**src/rtl/ffbp_pkg.sv**
```systemverilog
`timescale 1ns / 1ps

package ffbp_pkg;

  localparam int MAX_BINS_DEF  = 256;
  localparam int SIZE_BITS_DEF = 16;

  localparam int CFG_W      = 16;
  localparam int SIZE_IN_W  = 16;
  localparam int IDX_OUT_W  = 8;
  localparam int CNT_OUT_W  = 9;

  localparam logic [CFG_W-1:0] CAP_RESET = 16'hFFFF;

  localparam logic OP_PLACE = 1'b0;
  localparam logic OP_CLEAR = 1'b1;

endpackage

```
**src/rtl/first_fit_bin_packer_core.sv**
```systemverilog
`timescale 1ns / 1ps
// channel   | ports                                           | handshake
// ----------+-------------------------------------------------+-------------------------
// input     | in_op, in_item_size, in_last_item               | start && !busy
// result    | out_bin_index, out_new_bin, out_bin_count,      | out_valid, one cycle
//           | out_oversize, out_table_full, out_job_done      |
// config    | cfg_bin_capacity                                | cfg_we
//
// a clear transaction leaves busy low and its result follows in the next cycle
// a place transaction keeps busy high while it scans the open bins, and once the scan ends
// its result follows in the next cycle; one fill read per cycle from the single-port
// bin table, compared in the shared add/compare unit
// synchronous active-low reset empties the table; bin fills are not cleared
// the receiver cannot stall; each result is shown for exactly one cycle

module first_fit_bin_packer_core #(
  parameter int MAX_BINS  = ffbp_pkg::MAX_BINS_DEF,
  parameter int SIZE_BITS = ffbp_pkg::SIZE_BITS_DEF
) (
  input  logic                            clk,
  input  logic                            rst_n,
  input  logic                            start,
  output logic                            busy,
  input  logic                            in_op,
  input  logic [ffbp_pkg::SIZE_IN_W-1:0]  in_item_size,
  input  logic                            in_last_item,
  output logic                            out_valid,
  output logic [ffbp_pkg::IDX_OUT_W-1:0]  out_bin_index,
  output logic                            out_new_bin,
  output logic [ffbp_pkg::CNT_OUT_W-1:0]  out_bin_count,
  output logic                            out_oversize,
  output logic                            out_table_full,
  output logic                            out_job_done,
  input  logic                            cfg_we,
  input  logic [ffbp_pkg::CFG_W-1:0]      cfg_bin_capacity
);

  localparam int IDX_W = $clog2(MAX_BINS);
  localparam int CNT_W = $clog2(MAX_BINS + 1);

  localparam logic S_IDLE = 1'b0;
  localparam logic S_SCAN = 1'b1;

  logic                 state_r, state_nxt;
  logic [ffbp_pkg::CFG_W-1:0] cap_r;
  logic [CNT_W-1:0]     count_r, count_nxt;
  logic [CNT_W-1:0]     ptr_r, ptr_nxt;
  logic [IDX_W-1:0]     cmp_idx_r, cmp_idx_nxt;
  logic                 pend_r, pend_nxt;
  logic [SIZE_BITS-1:0] size_r, size_nxt;
  logic                 last_r, last_nxt;

  logic [SIZE_BITS-1:0] mem [MAX_BINS];
  logic [SIZE_BITS-1:0] rd_data_r;
  logic                 rd_en;
  logic [IDX_W-1:0]     rd_addr;
  logic                 wr_en;
  logic [IDX_W-1:0]     wr_addr;

  logic [SIZE_BITS+ffbp_pkg::SIZE_IN_W-1:0] size_ext;
  logic [SIZE_BITS+ffbp_pkg::CFG_W-1:0]     cap_ext;
  logic [SIZE_BITS-1:0] cap_eff;

  logic [SIZE_BITS-1:0] fu_fill;
  logic [SIZE_BITS-1:0] fu_sum;
  logic                 fu_fits;

  logic                 accept;
  logic                 res_valid;
  logic [CNT_W-1:0]     res_idx;
  logic                 res_new, res_over, res_full;
  logic [31:0]          idx_wide, cnt_wide;

  logic                 out_valid_r;
  logic [ffbp_pkg::IDX_OUT_W-1:0] out_bin_index_r;
  logic                 out_new_bin_r;
  logic [ffbp_pkg::CNT_OUT_W-1:0] out_bin_count_r;
  logic                 out_oversize_r;
  logic                 out_table_full_r;
  logic                 out_job_done_r;

  assign busy   = (state_r != S_IDLE);
  assign accept = start && !busy;

  assign size_ext = {{SIZE_BITS{1'b0}}, in_item_size};
  assign cap_ext  = {{SIZE_BITS{1'b0}}, cap_r};
  assign cap_eff  = cap_ext[SIZE_BITS-1:0];

  assign fu_fill = pend_r ? rd_data_r : '0;

  ffbp_fit_unit #(
    .SIZE_BITS (SIZE_BITS)
  ) u_fit (
    .fill (fu_fill),
    .size (size_r),
    .cap  (cap_eff),
    .sum  (fu_sum),
    .fits (fu_fits)
  );

  always_comb begin
    state_nxt   = state_r;
    count_nxt   = count_r;
    ptr_nxt     = ptr_r;
    cmp_idx_nxt = cmp_idx_r;
    pend_nxt    = pend_r;
    size_nxt    = size_r;
    last_nxt    = last_r;
    rd_en       = 1'b0;
    rd_addr     = ptr_r[IDX_W-1:0];
    wr_en       = 1'b0;
    wr_addr     = cmp_idx_r;
    res_valid   = 1'b0;
    res_idx     = '0;
    res_new     = 1'b0;
    res_over    = 1'b0;
    res_full    = 1'b0;
    unique case (state_r)
      S_IDLE: begin
        if (accept) begin
          last_nxt = in_last_item;
          if (in_op == ffbp_pkg::OP_CLEAR) begin
            count_nxt = '0;
            res_valid = 1'b1;
          end else begin
            size_nxt  = size_ext[SIZE_BITS-1:0];
            ptr_nxt   = '0;
            pend_nxt  = 1'b0;
            state_nxt = S_SCAN;
          end
        end
      end
      S_SCAN: begin
        if (pend_r && fu_fits) begin
          // first open bin that fits
          wr_en     = 1'b1;
          wr_addr   = cmp_idx_r;
          res_valid = 1'b1;
          res_idx   = CNT_W'(cmp_idx_r);
          pend_nxt  = 1'b0;
          state_nxt = S_IDLE;
        end else if (ptr_r < count_r) begin
          rd_en       = 1'b1;
          rd_addr     = ptr_r[IDX_W-1:0];
          cmp_idx_nxt = ptr_r[IDX_W-1:0];
          pend_nxt    = 1'b1;
          ptr_nxt     = ptr_r + 1'b1;
        end else if (pend_r) begin
          pend_nxt = 1'b0;
        end else begin
          // no open bin fits; unit now compares size against capacity
          res_valid = 1'b1;
          state_nxt = S_IDLE;
          if (count_r < CNT_W'(MAX_BINS)) begin
            wr_en     = 1'b1;
            wr_addr   = count_r[IDX_W-1:0];
            res_idx   = count_r;
            res_new   = 1'b1;
            res_over  = !fu_fits;
            count_nxt = count_r + 1'b1;
          end else begin
            res_full = 1'b1;
          end
        end
      end
      default: state_nxt = S_IDLE;
    endcase
  end

  always_ff @(posedge clk) begin
    if (wr_en) begin
      mem[wr_addr] <= fu_sum;
    end
    if (rd_en) begin
      rd_data_r <= mem[rd_addr];
    end
  end

  always_ff @(posedge clk) begin
    if (!rst_n) begin
      state_r <= S_IDLE;
      count_r <= '0;
      cap_r   <= ffbp_pkg::CAP_RESET;
      pend_r  <= 1'b0;
    end else begin
      state_r <= state_nxt;
      count_r <= count_nxt;
      pend_r  <= pend_nxt;
      if (cfg_we) begin
        cap_r <= cfg_bin_capacity;
      end
    end
  end

  always_ff @(posedge clk) begin
    ptr_r     <= ptr_nxt;
    cmp_idx_r <= cmp_idx_nxt;
    size_r    <= size_nxt;
    last_r    <= last_nxt;
  end

  assign idx_wide = 32'(res_idx);
  assign cnt_wide = 32'(count_nxt);

  always_ff @(posedge clk) begin
    if (!rst_n) begin
      out_valid_r <= 1'b0;
    end else begin
      out_valid_r <= res_valid;
    end
  end

  always_ff @(posedge clk) begin
    if (res_valid) begin
      out_bin_index_r  <= idx_wide[ffbp_pkg::IDX_OUT_W-1:0];
      out_new_bin_r    <= res_new;
      out_bin_count_r  <= cnt_wide[ffbp_pkg::CNT_OUT_W-1:0];
      out_oversize_r   <= res_over;
      out_table_full_r <= res_full;
      out_job_done_r   <= last_nxt;
    end
  end

  assign out_valid      = out_valid_r;
  assign out_bin_index  = out_bin_index_r;
  assign out_new_bin    = out_new_bin_r;
  assign out_bin_count  = out_bin_count_r;
  assign out_oversize   = out_oversize_r;
  assign out_table_full = out_table_full_r;
  assign out_job_done   = out_job_done_r;

endmodule

```
**src/rtl/ffbp_fit_unit.sv**
```systemverilog
`timescale 1ns / 1ps

module ffbp_fit_unit #(
  parameter int SIZE_BITS = ffbp_pkg::SIZE_BITS_DEF
) (
  input  logic [SIZE_BITS-1:0] fill,
  input  logic [SIZE_BITS-1:0] size,
  input  logic [SIZE_BITS-1:0] cap,
  output logic [SIZE_BITS-1:0] sum,
  output logic                 fits
);

  logic [SIZE_BITS:0] full_sum;

  assign full_sum = {1'b0, fill} + {1'b0, size};
  assign sum      = full_sum[SIZE_BITS-1:0];
  assign fits     = (full_sum <= {1'b0, cap});

endmodule

```
**config.mk**
```make
export PLATFORM = sky130hd
export DESIGN_NAME = first_fit_bin_packer_core
export DESIGN_NICKNAME = d
export VERILOG_FILES = /design/src/rtl/ffbp_pkg.sv /design/src/rtl/first_fit_bin_packer_core.sv /design/src/rtl/ffbp_fit_unit.sv
export SDC_FILE = /design/constraint.sdc
export NUM_CORES = 2
export LEC_CHECK = 0
export BUFFER_PORTS_ARGS = -buffer_cell sky130_fd_sc_hd__buf_2
export CAP_MARGIN = 20
export CORE_MARGIN = 8
export CORE_UTILIZATION = 45
export CTS_CLUSTER_DIAMETER = 60
export CTS_CLUSTER_SIZE = 28
export DETAILED_ROUTE_END_ITERATION = 6
export PLACE_DENSITY = 0.65
export SYNTH_ARGS = -nofsm -noshare
export SYNTH_HDL_FRONTEND = slang
export SYNTH_SLANG_ARGS = --single-unit
```
**constraint.sdc**
```tcl
create_clock -name clk -period 21.5 [get_ports clk]
set_input_delay 1.075 -clock clk [delete_from_list [all_inputs] [get_ports clk]]
set_output_delay 1.075 -clock clk [all_outputs]
set_load 0.02 [all_outputs]
```
==> implementation parameters <==
Parameter                              Value

Clocking
  Depth of the CTS H-tree    5
  Clock latency on the worst-skew pair    0.95 ns
  Clk sink count    4195
  Post-CTS setup repair buffer count    0
  Cell at the root of the clock tree    sky130_fd_sc_hd__clkbuf_16
  Clock slew seen by the registers of the worst setup and hold paths    0.09 ns
  CTS tree    done
  Clock Tree Buf Depth    4
  Post-CTS resize count    0
  CTS Hold Bufs    0
  Number of buffers added by the clock tree synthesis step    265

Yosys
  Yosys synthesis warning count    0
  Post-Syn Instances    7791
  Number of distinct library cell variants in the gate-level netlist after synthesis    76
  Register bit total from synthesis    4195
  Synthesized netlist net count    7873
  Post-Syn Area    165000 µm²
  Most used flip-flop cell after synthesis    sky130_fd_sc_hd__edfxtp_1
  Post-Synthesis Mean Instance Area    21.1 µm²
  FFs w/ async S/R, synth    0
  Number of flops mapped to enable cells by yosys    4166
  Post-synthesis sequential area ratio    0.764

Critical path
  Critical Path Sink Type    register
  Depth of the worst register-to-register path    20
  Maximum net fanout on the critical path    49
  Worst path required time    22.16 ns
  Type of origin of the critical path    register
  Critical setup path kind    reg -> reg
  WP data arrival    7.86 ns

Final layout
  Most frequent standard cell in the layout excluding fill and tap cells    sky130_fd_sc_hd__edfxtp_1
  Number of non-filler instances in the completed layout    13146
  Most used cells in the layout excluding fill and tap cells    sky130_fd_sc_hd__edfxtp_1 (4166), sky130_fd_sc_hd__mux4_2 (929), sky130_fd_sc_hd__mux2i_1 (447)
  Final standard cell area without fillers    183000 µm²
  Final net count    8161
  Share of post-route cells with drive strength above 1    0.272
  Layout overhead on the synthesized area    11.2%

GRT
  GRT overflow    0
  Number of global-route vias before repair    81841
  Wire length of the first global-routing pass    666000 µm
  Global router's overall resource usage    0.246
  Largest net degree at the start of global routing    199
  Antenna violations before repair    28

Power and ir drop
  Internal    0.0121 W
  Peak supply drop    0.0000616 V
  Sequential fraction of design power    0.567
  Power consumption    0.0160 W
  Clock network fraction of design power    0.358
  NetSw    0.00391 W
  Fraction of power spent switching nets    0.244
  Pwr dens    87.4 nW/µm²
  Leak pwr    56.4 nW
  Comb power frac    0.074

Place
  HPWL reported at the end of detailed placement    301000 µm
  Final RePlAce weighted congestion    0.969
  Post-place instance area    173000 µm²
  Cell count after placement    12620
  Port Buffer Count    60

Timing
  Worst slew margin relative to its limit    0.0210
  Final Hold Violating Endpoints    0
  Fmax    139 MHz
  Slew of the pin with the lowest slew margin    1.47 ns
  Setup violation total in the final timing report    0
  Crit share post-route    0.335
  Final critical-path required period    7.21 ns
  Unrepaired setup endpoints after global routing    false
  Final clock skew    0.0534 ns
  Setup tns final    0 ns
  Hold slack final    0.314 ns
  Slew Limit Fails    0

Floorplanning
  Total core area    365000 µm²
  Site row count    222
  Width of the die    621 µm
  Total I/O pin count    61
  Starting density of the core    0.451
  Area of the die    385000 µm²
  Vert. Die Dim    621 µm

Worst hold path
  Hold Crit Depth    1
  Class of the worst hold path    in -> reg

Routing
  DRC violations left    0
  Met3 wire len    54600 µm
  Routed length on met1    182000 µm
  Detailed-routing iteration count for the pre-antenna-repair pass    7
  DR vias    84546
  Routed WL per cell    36.7 µm
  Met2 layer wire length in the routed design    220000 µm
  Highest routed layer    met5
  Initial DRC Count    12758
  Wirelength, routed    483000 µm
  Antenna-violating nets left    0
  Post-DR vias/cell    6.43

Status
  Run status    finished, final reports clean

Job
  Number of max-cap violations    0
flip-flops by register name (all words and copies together) (netlist names):
register and flops:
out_bin_index 8, out_oversize 1, pend_r 1, mem 4096
busy 1, out_new_bin 1, out_job_done 1, count_r 9
out_bin_count 9, cap_eff 16, size_r 16, out_table_full 1
last_r 1, out_valid 1, rd_data_r 16, ptr_r 9
cmp_idx_r 8
critical path, cell delays in order, from the launching register on:
cell,delay (ns)
sky130_fd_sc_hd__dfxtp_1,0.84
sky130_fd_sc_hd__and2_1,0.28
sky130_fd_sc_hd__ha_1,0.26
sky130_fd_sc_hd__a21o_1,0.18
sky130_fd_sc_hd__a211oi_1,0.24
sky130_fd_sc_hd__nor2_1,0.11
sky130_fd_sc_hd__o211a_1,0.23
sky130_fd_sc_hd__o31a_1,0.26
sky130_fd_sc_hd__or4_1,0.43
sky130_fd_sc_hd__nand2_1,0.15
sky130_fd_sc_hd__xnor2_2,0.38
sky130_fd_sc_hd__ha_1,0.40
sky130_fd_sc_hd__nand4_1,0.10
sky130_fd_sc_hd__nor2_1,0.06
sky130_fd_sc_hd__a41oi_1,0.39
sky130_fd_sc_hd__a21oi_1,0.15
sky130_fd_sc_hd__a22oi_2,0.15
sky130_fd_sc_hd__buf_4,0.79
sky130_fd_sc_hd__buf_4,0.89
sky130_fd_sc_hd__nor3_2,0.12
sky130_fd_sc_hd__buf_4,0.27
synthesized netlist by cell type (15+ instances only):
master | instances | share of area
sky130_fd_sc_hd__a221oi_1 | 51 | 0.0027
sky130_fd_sc_hd__nor2_1 | 114 | 0.0026
sky130_fd_sc_hd__buf_6 | 68 | 0.0047
sky130_fd_sc_hd__a211oi_1 | 78 | 0.0036
sky130_fd_sc_hd__o22ai_1 | 54 | 0.0021
sky130_fd_sc_hd__buf_2 | 124 | 0.0038
sky130_fd_sc_hd__a2111oi_0 | 20 | 0.0011
sky130_fd_sc_hd__mux2i_1 | 447 | 0.027
sky130_fd_sc_hd__xnor2_1 | 15 | 0.00080
sky130_fd_sc_hd__dfxtp_1 | 29 | 0.0035
sky130_fd_sc_hd__edfxtp_1 | 4166 | 0.76
sky130_fd_sc_hd__nand2b_1 | 18 | 0.00068
sky130_fd_sc_hd__o211ai_1 | 34 | 0.0016
sky130_fd_sc_hd__a21oi_1 | 229 | 0.0070
sky130_fd_sc_hd__and2_1 | 45 | 0.0017
sky130_fd_sc_hd__nor4_1 | 23 | 0.00087
sky130_fd_sc_hd__nor3_1 | 246 | 0.0075
sky130_fd_sc_hd__mux2_2 | 32 | 0.0022
sky130_fd_sc_hd__a22oi_1 | 40 | 0.0018
sky130_fd_sc_hd__inv_1 | 39 | 0.00089
sky130_fd_sc_hd__buf_8 | 17 | 0.0016
sky130_fd_sc_hd__nand2_1 | 196 | 0.0045
sky130_fd_sc_hd__a21o_1 | 22 | 0.0010
sky130_fd_sc_hd__buf_1 | 45 | 0.0010
sky130_fd_sc_hd__nand3_1 | 33 | 0.0010
sky130_fd_sc_hd__clkbuf_1 | 175 | 0.0040
sky130_fd_sc_hd__a31oi_1 | 40 | 0.0015
sky130_fd_sc_hd__o221ai_1 | 87 | 0.0046
sky130_fd_sc_hd__ha_1 | 43 | 0.0033
sky130_fd_sc_hd__nor2b_1 | 26 | 0.00099
sky130_fd_sc_hd__mux4_2 | 929 | 0.13
sky130_fd_sc_hd__o21ai_0 | 114 | 0.0035
sky130_fd_sc_hd__buf_4 | 43 | 0.0020
layer usage:
metal / up-vias / track usage
met2: 5031 / 0.375
met4: 14 / 0.108
met5: - / 0.00341
met3: 928 / 0.0657
met1: 45203 / 0.336
li1: 33370 / -
per-stage QoR:
stage	util	setup slack (ns)
final	0.502	14.29
after global routing	0.501	14.04
after CTS	0.501	13.86
after detailed placement	0.475	13.86
after global placement	0.475	13.96
after floorplan	-	7.58
final timing paths:
path                                       start      endpoint  slack (ns)
worst max-delay path                      pend_r  mem[211][11]       14.29
worst max register to register            pend_r  mem[211][11]       14.29
worst min-delay path            in_item_size[14]    size_r[14]        0.31
worst min register to register            last_r        last_r        0.49
layout make-up:
| type | instances | area, µm² |
|---|---|---|
| Inverter | 41 | 161 |
| Clock buffer | 283 | 6760 |
| Tap cell | 4816 | 6030 |
| Clock inverter | 203 | 2720 |
| Antenna cell | 32 | 80.1 |
| Timing Repair Buffer | 500 | 3980 |
| Multi-Input combinational cell | 3076 | 37700 |
| Fill cell | 28620 | 182000 |
| Sequential cell | 4195 | 126000 |
cells by family (layout without fill, tap and decap cells):
| kind of cell | count (synthesis) | in the layout | share of synthesized area |
|---|---|---|---|
| buffers and inverters | 520 | 1027 | 0.0187 |
| adders and majority gates | 44 | 44 | 0.00339 |
| xor gates and xnor gates | 19 | 19 | 0.00101 |
| muxes | 1408 | 1408 | 0.156 |
| AOI/OAI and AO/OA | 859 | 859 | 0.0351 |
| other | 0 | 32 | 0 |
| and+or+nand+nor | 746 | 746 | 0.0217 |
| DFF | 4195 | 4195 | 0.764 |
power groups by stage:
| stage | sequential [W] | clock, W | combinational [W] |
|---|---|---|---|
| detailed placement | 0.00926 | 0 | 0.00117 |
| global placement | 0.00926 | 0 | 0.00115 |
| finish | 0.00908 | 0.00573 | 0.00119 |
| CTS | 0.00908 | 0.00580 | 0.00117 |
| global route | 0.00908 | 0.00606 | 0.00122 |
| floorplan | 0.00934 | 0 | 0.000642 |
Note: power is estimated with default switching activity, not from simulation.
